**src/r2fft_pkg.sv**
```systemverilog
// r2fft_pkg: shared sizes, types and the twiddle ROM of the radix-2 FFT engine.
// No dependencies.
package r2fft_pkg;

    localparam int POINTS      = 64;
    localparam int LOG2_POINTS = 6;
    localparam int HALF_POINTS = POINTS / 2;
    localparam int SAMPLE_BITS = 16;
    localparam int BIN_BITS    = 22;
    localparam int TW_BITS     = 16;
    localparam int TW_FRAC     = 15;
    localparam int WORD_BITS   = 2 * BIN_BITS;
    localparam int BANK_AW     = LOG2_POINTS - 1;
    localparam int STAGE_BITS  = 3;

    typedef logic [LOG2_POINTS-1:0]        t_idx;
    typedef logic [BANK_AW-1:0]            t_bank_addr;
    typedef logic [WORD_BITS-1:0]          t_word;

    function automatic t_idx bit_rev(input t_idx v);
        t_idx r;
        for (int i = 0; i < LOG2_POINTS; i++) begin
            r[LOG2_POINTS-1-i] = v[i];
        end
        return r;
    endfunction

    // Q1.15 {cos, sin} of 2*pi*k/64, rounded to nearest; +1.0 clamps to 32767
    function automatic logic [2*TW_BITS-1:0] tw_entry(input t_bank_addr k);
        case (k)
            5'd0:    tw_entry = {16'sd32767, 16'sd0};
            5'd1:    tw_entry = {16'sd32610, 16'sd3212};
            5'd2:    tw_entry = {16'sd32138, 16'sd6393};
            5'd3:    tw_entry = {16'sd31357, 16'sd9512};
            5'd4:    tw_entry = {16'sd30274, 16'sd12540};
            5'd5:    tw_entry = {16'sd28899, 16'sd15447};
            5'd6:    tw_entry = {16'sd27246, 16'sd18205};
            5'd7:    tw_entry = {16'sd25330, 16'sd20788};
            5'd8:    tw_entry = {16'sd23170, 16'sd23170};
            5'd9:    tw_entry = {16'sd20788, 16'sd25330};
            5'd10:   tw_entry = {16'sd18205, 16'sd27246};
            5'd11:   tw_entry = {16'sd15447, 16'sd28899};
            5'd12:   tw_entry = {16'sd12540, 16'sd30274};
            5'd13:   tw_entry = {16'sd9512,  16'sd31357};
            5'd14:   tw_entry = {16'sd6393,  16'sd32138};
            5'd15:   tw_entry = {16'sd3212,  16'sd32610};
            5'd16:   tw_entry = {16'sd0,     16'sd32767};
            5'd17:   tw_entry = {-16'sd3212,  16'sd32610};
            5'd18:   tw_entry = {-16'sd6393,  16'sd32138};
            5'd19:   tw_entry = {-16'sd9512,  16'sd31357};
            5'd20:   tw_entry = {-16'sd12540, 16'sd30274};
            5'd21:   tw_entry = {-16'sd15447, 16'sd28899};
            5'd22:   tw_entry = {-16'sd18205, 16'sd27246};
            5'd23:   tw_entry = {-16'sd20788, 16'sd25330};
            5'd24:   tw_entry = {-16'sd23170, 16'sd23170};
            5'd25:   tw_entry = {-16'sd25330, 16'sd20788};
            5'd26:   tw_entry = {-16'sd27246, 16'sd18205};
            5'd27:   tw_entry = {-16'sd28899, 16'sd15447};
            5'd28:   tw_entry = {-16'sd30274, 16'sd12540};
            5'd29:   tw_entry = {-16'sd31357, 16'sd9512};
            5'd30:   tw_entry = {-16'sd32138, 16'sd6393};
            5'd31:   tw_entry = {-16'sd32610, 16'sd3212};
            default: tw_entry = '0;
        endcase
    endfunction

endpackage

```
**src/r2fft_bfly.sv**
```systemverilog
// r2fft_bfly: butterfly datapath, registered products then round and add/sub.
// Depends on r2fft_pkg.
module r2fft_bfly (
    input  logic                     i_clk,
    input  r2fft_pkg::t_word         i_a,
    input  r2fft_pkg::t_word         i_b,
    input  logic signed [15:0]       i_wr,
    input  logic signed [15:0]       i_wi,
    output r2fft_pkg::t_word         o_sum,
    output r2fft_pkg::t_word         o_dif
);
    import r2fft_pkg::*;

    localparam int PROD_BITS = BIN_BITS + TW_BITS;
    localparam int ACC_BITS  = PROD_BITS + 2;

    logic signed [PROD_BITS-1:0] r_rr, r_ii, r_ri, r_ir;
    logic signed [BIN_BITS-1:0]  r_ar, r_ai;
    logic signed [BIN_BITS-1:0]  br, bi;
    logic signed [ACC_BITS-1:0]  acc_re, acc_im;
    logic signed [ACC_BITS-1:0]  pr, pim;

    assign br = i_b[WORD_BITS-1:BIN_BITS];
    assign bi = i_b[BIN_BITS-1:0];

    always_ff @(posedge i_clk) begin
        r_rr <= br * i_wr;
        r_ii <= bi * i_wi;
        r_ri <= br * i_wi;
        r_ir <= bi * i_wr;
        r_ar <= i_a[WORD_BITS-1:BIN_BITS];
        r_ai <= i_a[BIN_BITS-1:0];
    end

    always_comb begin
        acc_re = ACC_BITS'(r_rr) - ACC_BITS'(r_ii) + ACC_BITS'(1 << (TW_FRAC - 1));
        acc_im = ACC_BITS'(r_ri) + ACC_BITS'(r_ir) + ACC_BITS'(1 << (TW_FRAC - 1));
        pr     = acc_re >>> TW_FRAC;
        pim    = acc_im >>> TW_FRAC;
        // stored words wrap to 22 bits
        o_sum  = {BIN_BITS'(ACC_BITS'(r_ar) + pr), BIN_BITS'(ACC_BITS'(r_ai) + pim)};
        o_dif  = {BIN_BITS'(ACC_BITS'(r_ar) - pr), BIN_BITS'(ACC_BITS'(r_ai) - pim)};
    end

endmodule

```
**config.mk**
```make
export PLATFORM = sky130hd
export DESIGN_NAME = r2fft_bfly
export DESIGN_NICKNAME = d
export VERILOG_FILES = /design/src/r2fft_pkg.sv /design/src/r2fft_bfly.sv
export SDC_FILE = /design/constraint.sdc
export NUM_CORES = 2
export LEC_CHECK = 0
export BUFFER_PORTS_ARGS = -buffer_cell sky130_fd_sc_hd__buf_2
export CAP_MARGIN = 20
export CORE_MARGIN = 4
export CORE_UTILIZATION = 60
export DETAILED_ROUTE_END_ITERATION = 7
export PLACE_DENSITY = 0.79
export SLEW_MARGIN = 0
export SYNTH_ARGS = -nofsm -noshare
export SYNTH_HDL_FRONTEND = slang
export SYNTH_SLANG_ARGS = --single-unit
export TNS_END_PERCENT = 20
```
**constraint.sdc**
```tcl
create_clock -name i_clk -period 9.7 [get_ports i_clk]
set_clock_uncertainty 0.2 [all_clocks]
set_input_delay 2.91 -clock i_clk [delete_from_list [all_inputs] [get_ports i_clk]]
set_output_delay 2.91 -clock i_clk [all_outputs]
set_load 0.01 [all_outputs]
```
**Yosys cells after proc, flatten, opt, wreduce, memory -nomap -nowiden**

Cells that the tools add are included.

- Register bits after elaboration: 192
- Bits of input ports: 121
- Output and inout port bits: 88
- Logic and storage cells: 18

- Add/sub/neg operators: 8
- Multipliers: 4

Operators with widths:

| operator | number |
|---|---|
| 22-bit by 16-bit multiplier with 37-bit output | 4 |
| 37-bit by 16-bit adder with 37-bit output, second input constant | 2 |
| 22-bit adder | 2 |
| 22-bit subtractor | 2 |
| 37-bit adder | 1 |
| 37-bit subtractor | 1 |

**Depth between registers and ports, before layout**

- Depth in word-level cells: 3
- Gate-level depth with buffers: 27
- Gate-level depth less buffers: 25

**Least setup slack after synthesis**

Ideal clock, no wire load.

- Kind: input -> register
- Start point: in i_wi[1]
- End point: reg r_ii[36]
- Library setup time: 0.079 ns
- Arrival: 9.133 ns
- Required time: 9.421 ns
- Slack: 0.288 ns
- Cell stages on the path: 24
- Path buffers: 2
- Cells stage by stage: clkbuf_1 > clkbuf_1 > nand2_1 > fa_1 > inv_1 > fa_1 > inv_1 > fa_1 > inv_1 > fa_1 > fa_1 > inv_1 > fa_1 > inv_1 > ha_1 > a211o_1 > a221o_1 > o221a_4 > a221o_2 > a21oi_4 > o21ai_2 > or4_4 > and3_4 > a211oi_2

- Cells in the longest elaborated chain, start to end: 1

Ends and longest elaborated chain:

| what | RTL line | RTL |
|---|---|---|
| from (decl) | r2fft_bfly.sv:8 | `input logic signed [15:0] i_wi,` |
| 22-bit by 16-bit multiplier with 37-bit output | r2fft_bfly.sv:28 | `r_ii <= bi * i_wi;` |
| to (signal assigned) | r2fft_bfly.sv:28 |  |
| to (decl) | r2fft_bfly.sv:17 | `logic signed [PROD_BITS-1:0] r_rr, r_ii, r_ri, r_ir;` |

No other way between the ends.

**Final worst setup path**

- Start point: in i_b[17]
- End point: reg r_ir[27]

- Cells in the longest elaborated chain, start to end: 1

Ends and longest elaborated chain:

| what | RTL line | RTL |
|---|---|---|
| from (decl) | r2fft_bfly.sv:6 | `input r2fft_pkg::t_word i_b,` |
| 22-bit by 16-bit multiplier with 37-bit output | r2fft_bfly.sv:30 | `r_ir <= bi * i_wr;` |
| to (signal assigned) | r2fft_bfly.sv:30 |  |
| to (decl) | r2fft_bfly.sv:17 |  |

No other way between the ends.

==> flow_summary.yaml <==
clocking:
  cts.sinks: 192
  clk_pin_slew_worst_paths_ns: 0.09
  clock_path_buffers: 2
  h-tree-depth: 4
  cts_made_buffers: 17
  hold_buffers: 0
  cts_root_buffer: "clkbuf_16"
  cts_tree: "yes"
finish:
  utilization_pct: 64.73
  fillers: 8163
  fin_nets: 9138
  layoutNonFillerInstCount: 8453
  synthToLayoutAreaGrowth_pct: 7.182
  drive_gt1_share_pct: 7.250
place:
  place.gp.congestion: 0.9564
  dp.cells: 8410
  hpwl_microns: 130300
  port_buffers: 208
yosys:
  synth.distinct_cells: 80
  synth_top_cell_area_share_pct: 44.44
  yosysMostFrequentCell: "inv_1"
  synth_top_flop_cell: "dfxtp_1"
  synth-seq-area-share_pct: 6.255
  ys_ff_latch: 192
  synthArstFlopShare_pct: 0
  synth_xor_area_share_pct: 4.219
  synthAdderAreaFrac_pct: 56.45
  synth_warnings: 0
  synth_common_cells: "inv_1, fa_1, nand2_1"
  synth_enable_flop_cells: 0
  synthesis.nets: 8988
  synthMuxAreaShare_pct: 0.04887
  yosys.area_share.simple_pct: 13.99
  syn_inst: 6913
  synth-compound-area-share_pct: 6.463
  synthesis.area_sq_um: 61450
  avgSynthCellArea_sq_um: 8.889
  yosys.area.top_type: "fa_1"
  synth_top_family_by_area: "adder cells"
  yosys-top-cells-area: "fa_1, ha_1, inv_1, dfxtp_1, and2_1"
min_path:
  hold_class: "in2reg"
  min_path_cells: 1
floorplanning:
  rows: 117
  io_pins: 209
  initial_core_util_pct: 60.40
  core_sq_um: 101700
  dieArea_sq_um: 107600
  die-height_microns: 328.0
  die_w_microns: 328.0
global_route:
  grt_pass1_wl_microns: 254300
  grt_pass1_vias: 49503
  gr-usage-all-layers_pct: 30.00
  grt_overflow: 0
  grt_max_degree: 43
  antenna_found_initial: 12
route:
  vias: 46117
  drc: 0
  via_per_inst: 5.456
  wl_per_cell_microns: 18.29
  drtAntennaViolNets: 0
  firstDrtPassIters: 6
  drt_iter0_markers: 3206
  wl_microns: 154600
critical_path:
  worst_path_max_delay_cell: "fa_1"
  cp_max_fo: 17
  arrival_ns: 9.73
  crit_path_start_kind: "input pin"
  cp-end-kind: "flip-flop"
  crit_required_ns: 10.00
  critPathKind: "in2reg"
  max_stage_delay_ns: 0.51
  cpMostUsedCell: "fa_1"
  cp_cell_sequence: "buf_2 -> buf_4 -> nand2_1 -> fa_1 -> fa_1 -> fa_1 -> inv_1 -> fa_1 -> fa_1 -> inv_1 -> fa_1 -> inv_1 -> ha_1 -> inv_1 -> nor2_1 -> a21oi_1 -> o311ai_1 -> buf_4 -> o21ai_0 -> buf_4 -> o311ai_0 -> o21ai_0 -> a21boi_0 -> buf_4"
timing:
  hold_viol: 0
  period_share_pct: 97.26
  max_freq_mhz: 106.0
  maxSlewHeadroom_pct: 39.95
  setup_violations: 0
  tightest_slew_ns: 0.9007
  drv_slew: 0
  period_minus_slack_ns: 9.435
run_status:
  status: "finished clean"
flow_run:
  maxCapViolations: 0
area by class of cell:
cell class | instances | area [sq um] | share of cell area (%)
well taps | 1368 | 1712 | 2.599
repair buffers | 447 | 3198 | 4.856
clock inverters | 13 | 146.4 | 0.2223
flip-flops and latches | 192 | 3844 | 5.836
clock buffers | 19 | 452.9 | 0.6877
diodes | 9 | 22.52 | 0.03420
multi-input cells | 4664 | 49950 | 75.84
inverters | 1741 | 6535 | 9.922
per-stage QoR:
stage               setup WS [ns]  hold slack [ns]  TNS (ns)  cell area, sq um
global route             -0.06046            2.231  -0.06046             65840
detailed placement       -0.05608            2.814   -0.1313             65150
floorplan                  0.2878            2.738         0             61450
global placement          0.08515            2.812         0             65150
CTS                      0.008569            2.219         0             65760
finish                     0.2654            2.259         0             65860
sequential cells by signal (all words and copies together), names as in the netlist:
name and count:
r_rr 37, r_ai 22, r_ar 22, r_ii 37, r_ir 37, r_ri 37
routing by layer:
metal,part of all wire [%],up-vias,global-route usage [%]
met5,0.027,-,0
met4,5.2,6,13.46
met3,8.5,391,5.600
met2,47,1875,48.38
met1,39,23221,39.78
li1,-,20624,-
cell families after synthesis:
kind of cell    after synthesis
mux                           3
compound gates              602
simple gates               1809
xor+xnor                    296
flops                       192
fa+ha+maj                  1954
buf+inv                    2057
worst max-delay path: cells and delay by family:
| kind | cells | cell delay [ns] |
|---|---|---|
| adders and majority gates | 7 | 3.28 |
| buffers and inverters | 9 | 1.71 |
| AOI/OAI and AO/OA | 6 | 1.59 |
| and+or+nand+nor | 2 | 0.19 |
worst paths after layout:
kind,start,to,slack [ns]
min,i_a[11],r_ai[11],2.26
max,i_b[17],r_ir[27],0.27
repair_timing:
| item | 4_1_cts | 5_1_grt |
|---|---|---|
| gates resized for setup | 2 | 12 |
| endpoints found under the setup margin | 4 | 9 |
| setup buffers | 0 | 2 |
| pin swaps | 0 | 1 |
placed cells by master, fill, tap and decap left out, drive strengths merged, types with 9 or more instances in the layout:
master  count
and2      536
diode       9
o311ai      9
nand4      18
o21bai     42
nor2b      17
nor2      206
clkbuf     19
buf       447
nor3       35
dfxtp     192
a21oi     185
nand2     871
fa       1364
a31oi      11
nand2b     42
o211ai     10
xor2       71
ha        590
xnor2     225
and3       19
nand3      28
o21ai      99
a211oi     24
a21o       87
o31ai      14
inv      1747
o21a       29
Power is not shown: default switching activity piles up to over one toggle a cycle in this logic, so the estimate is an artifact.
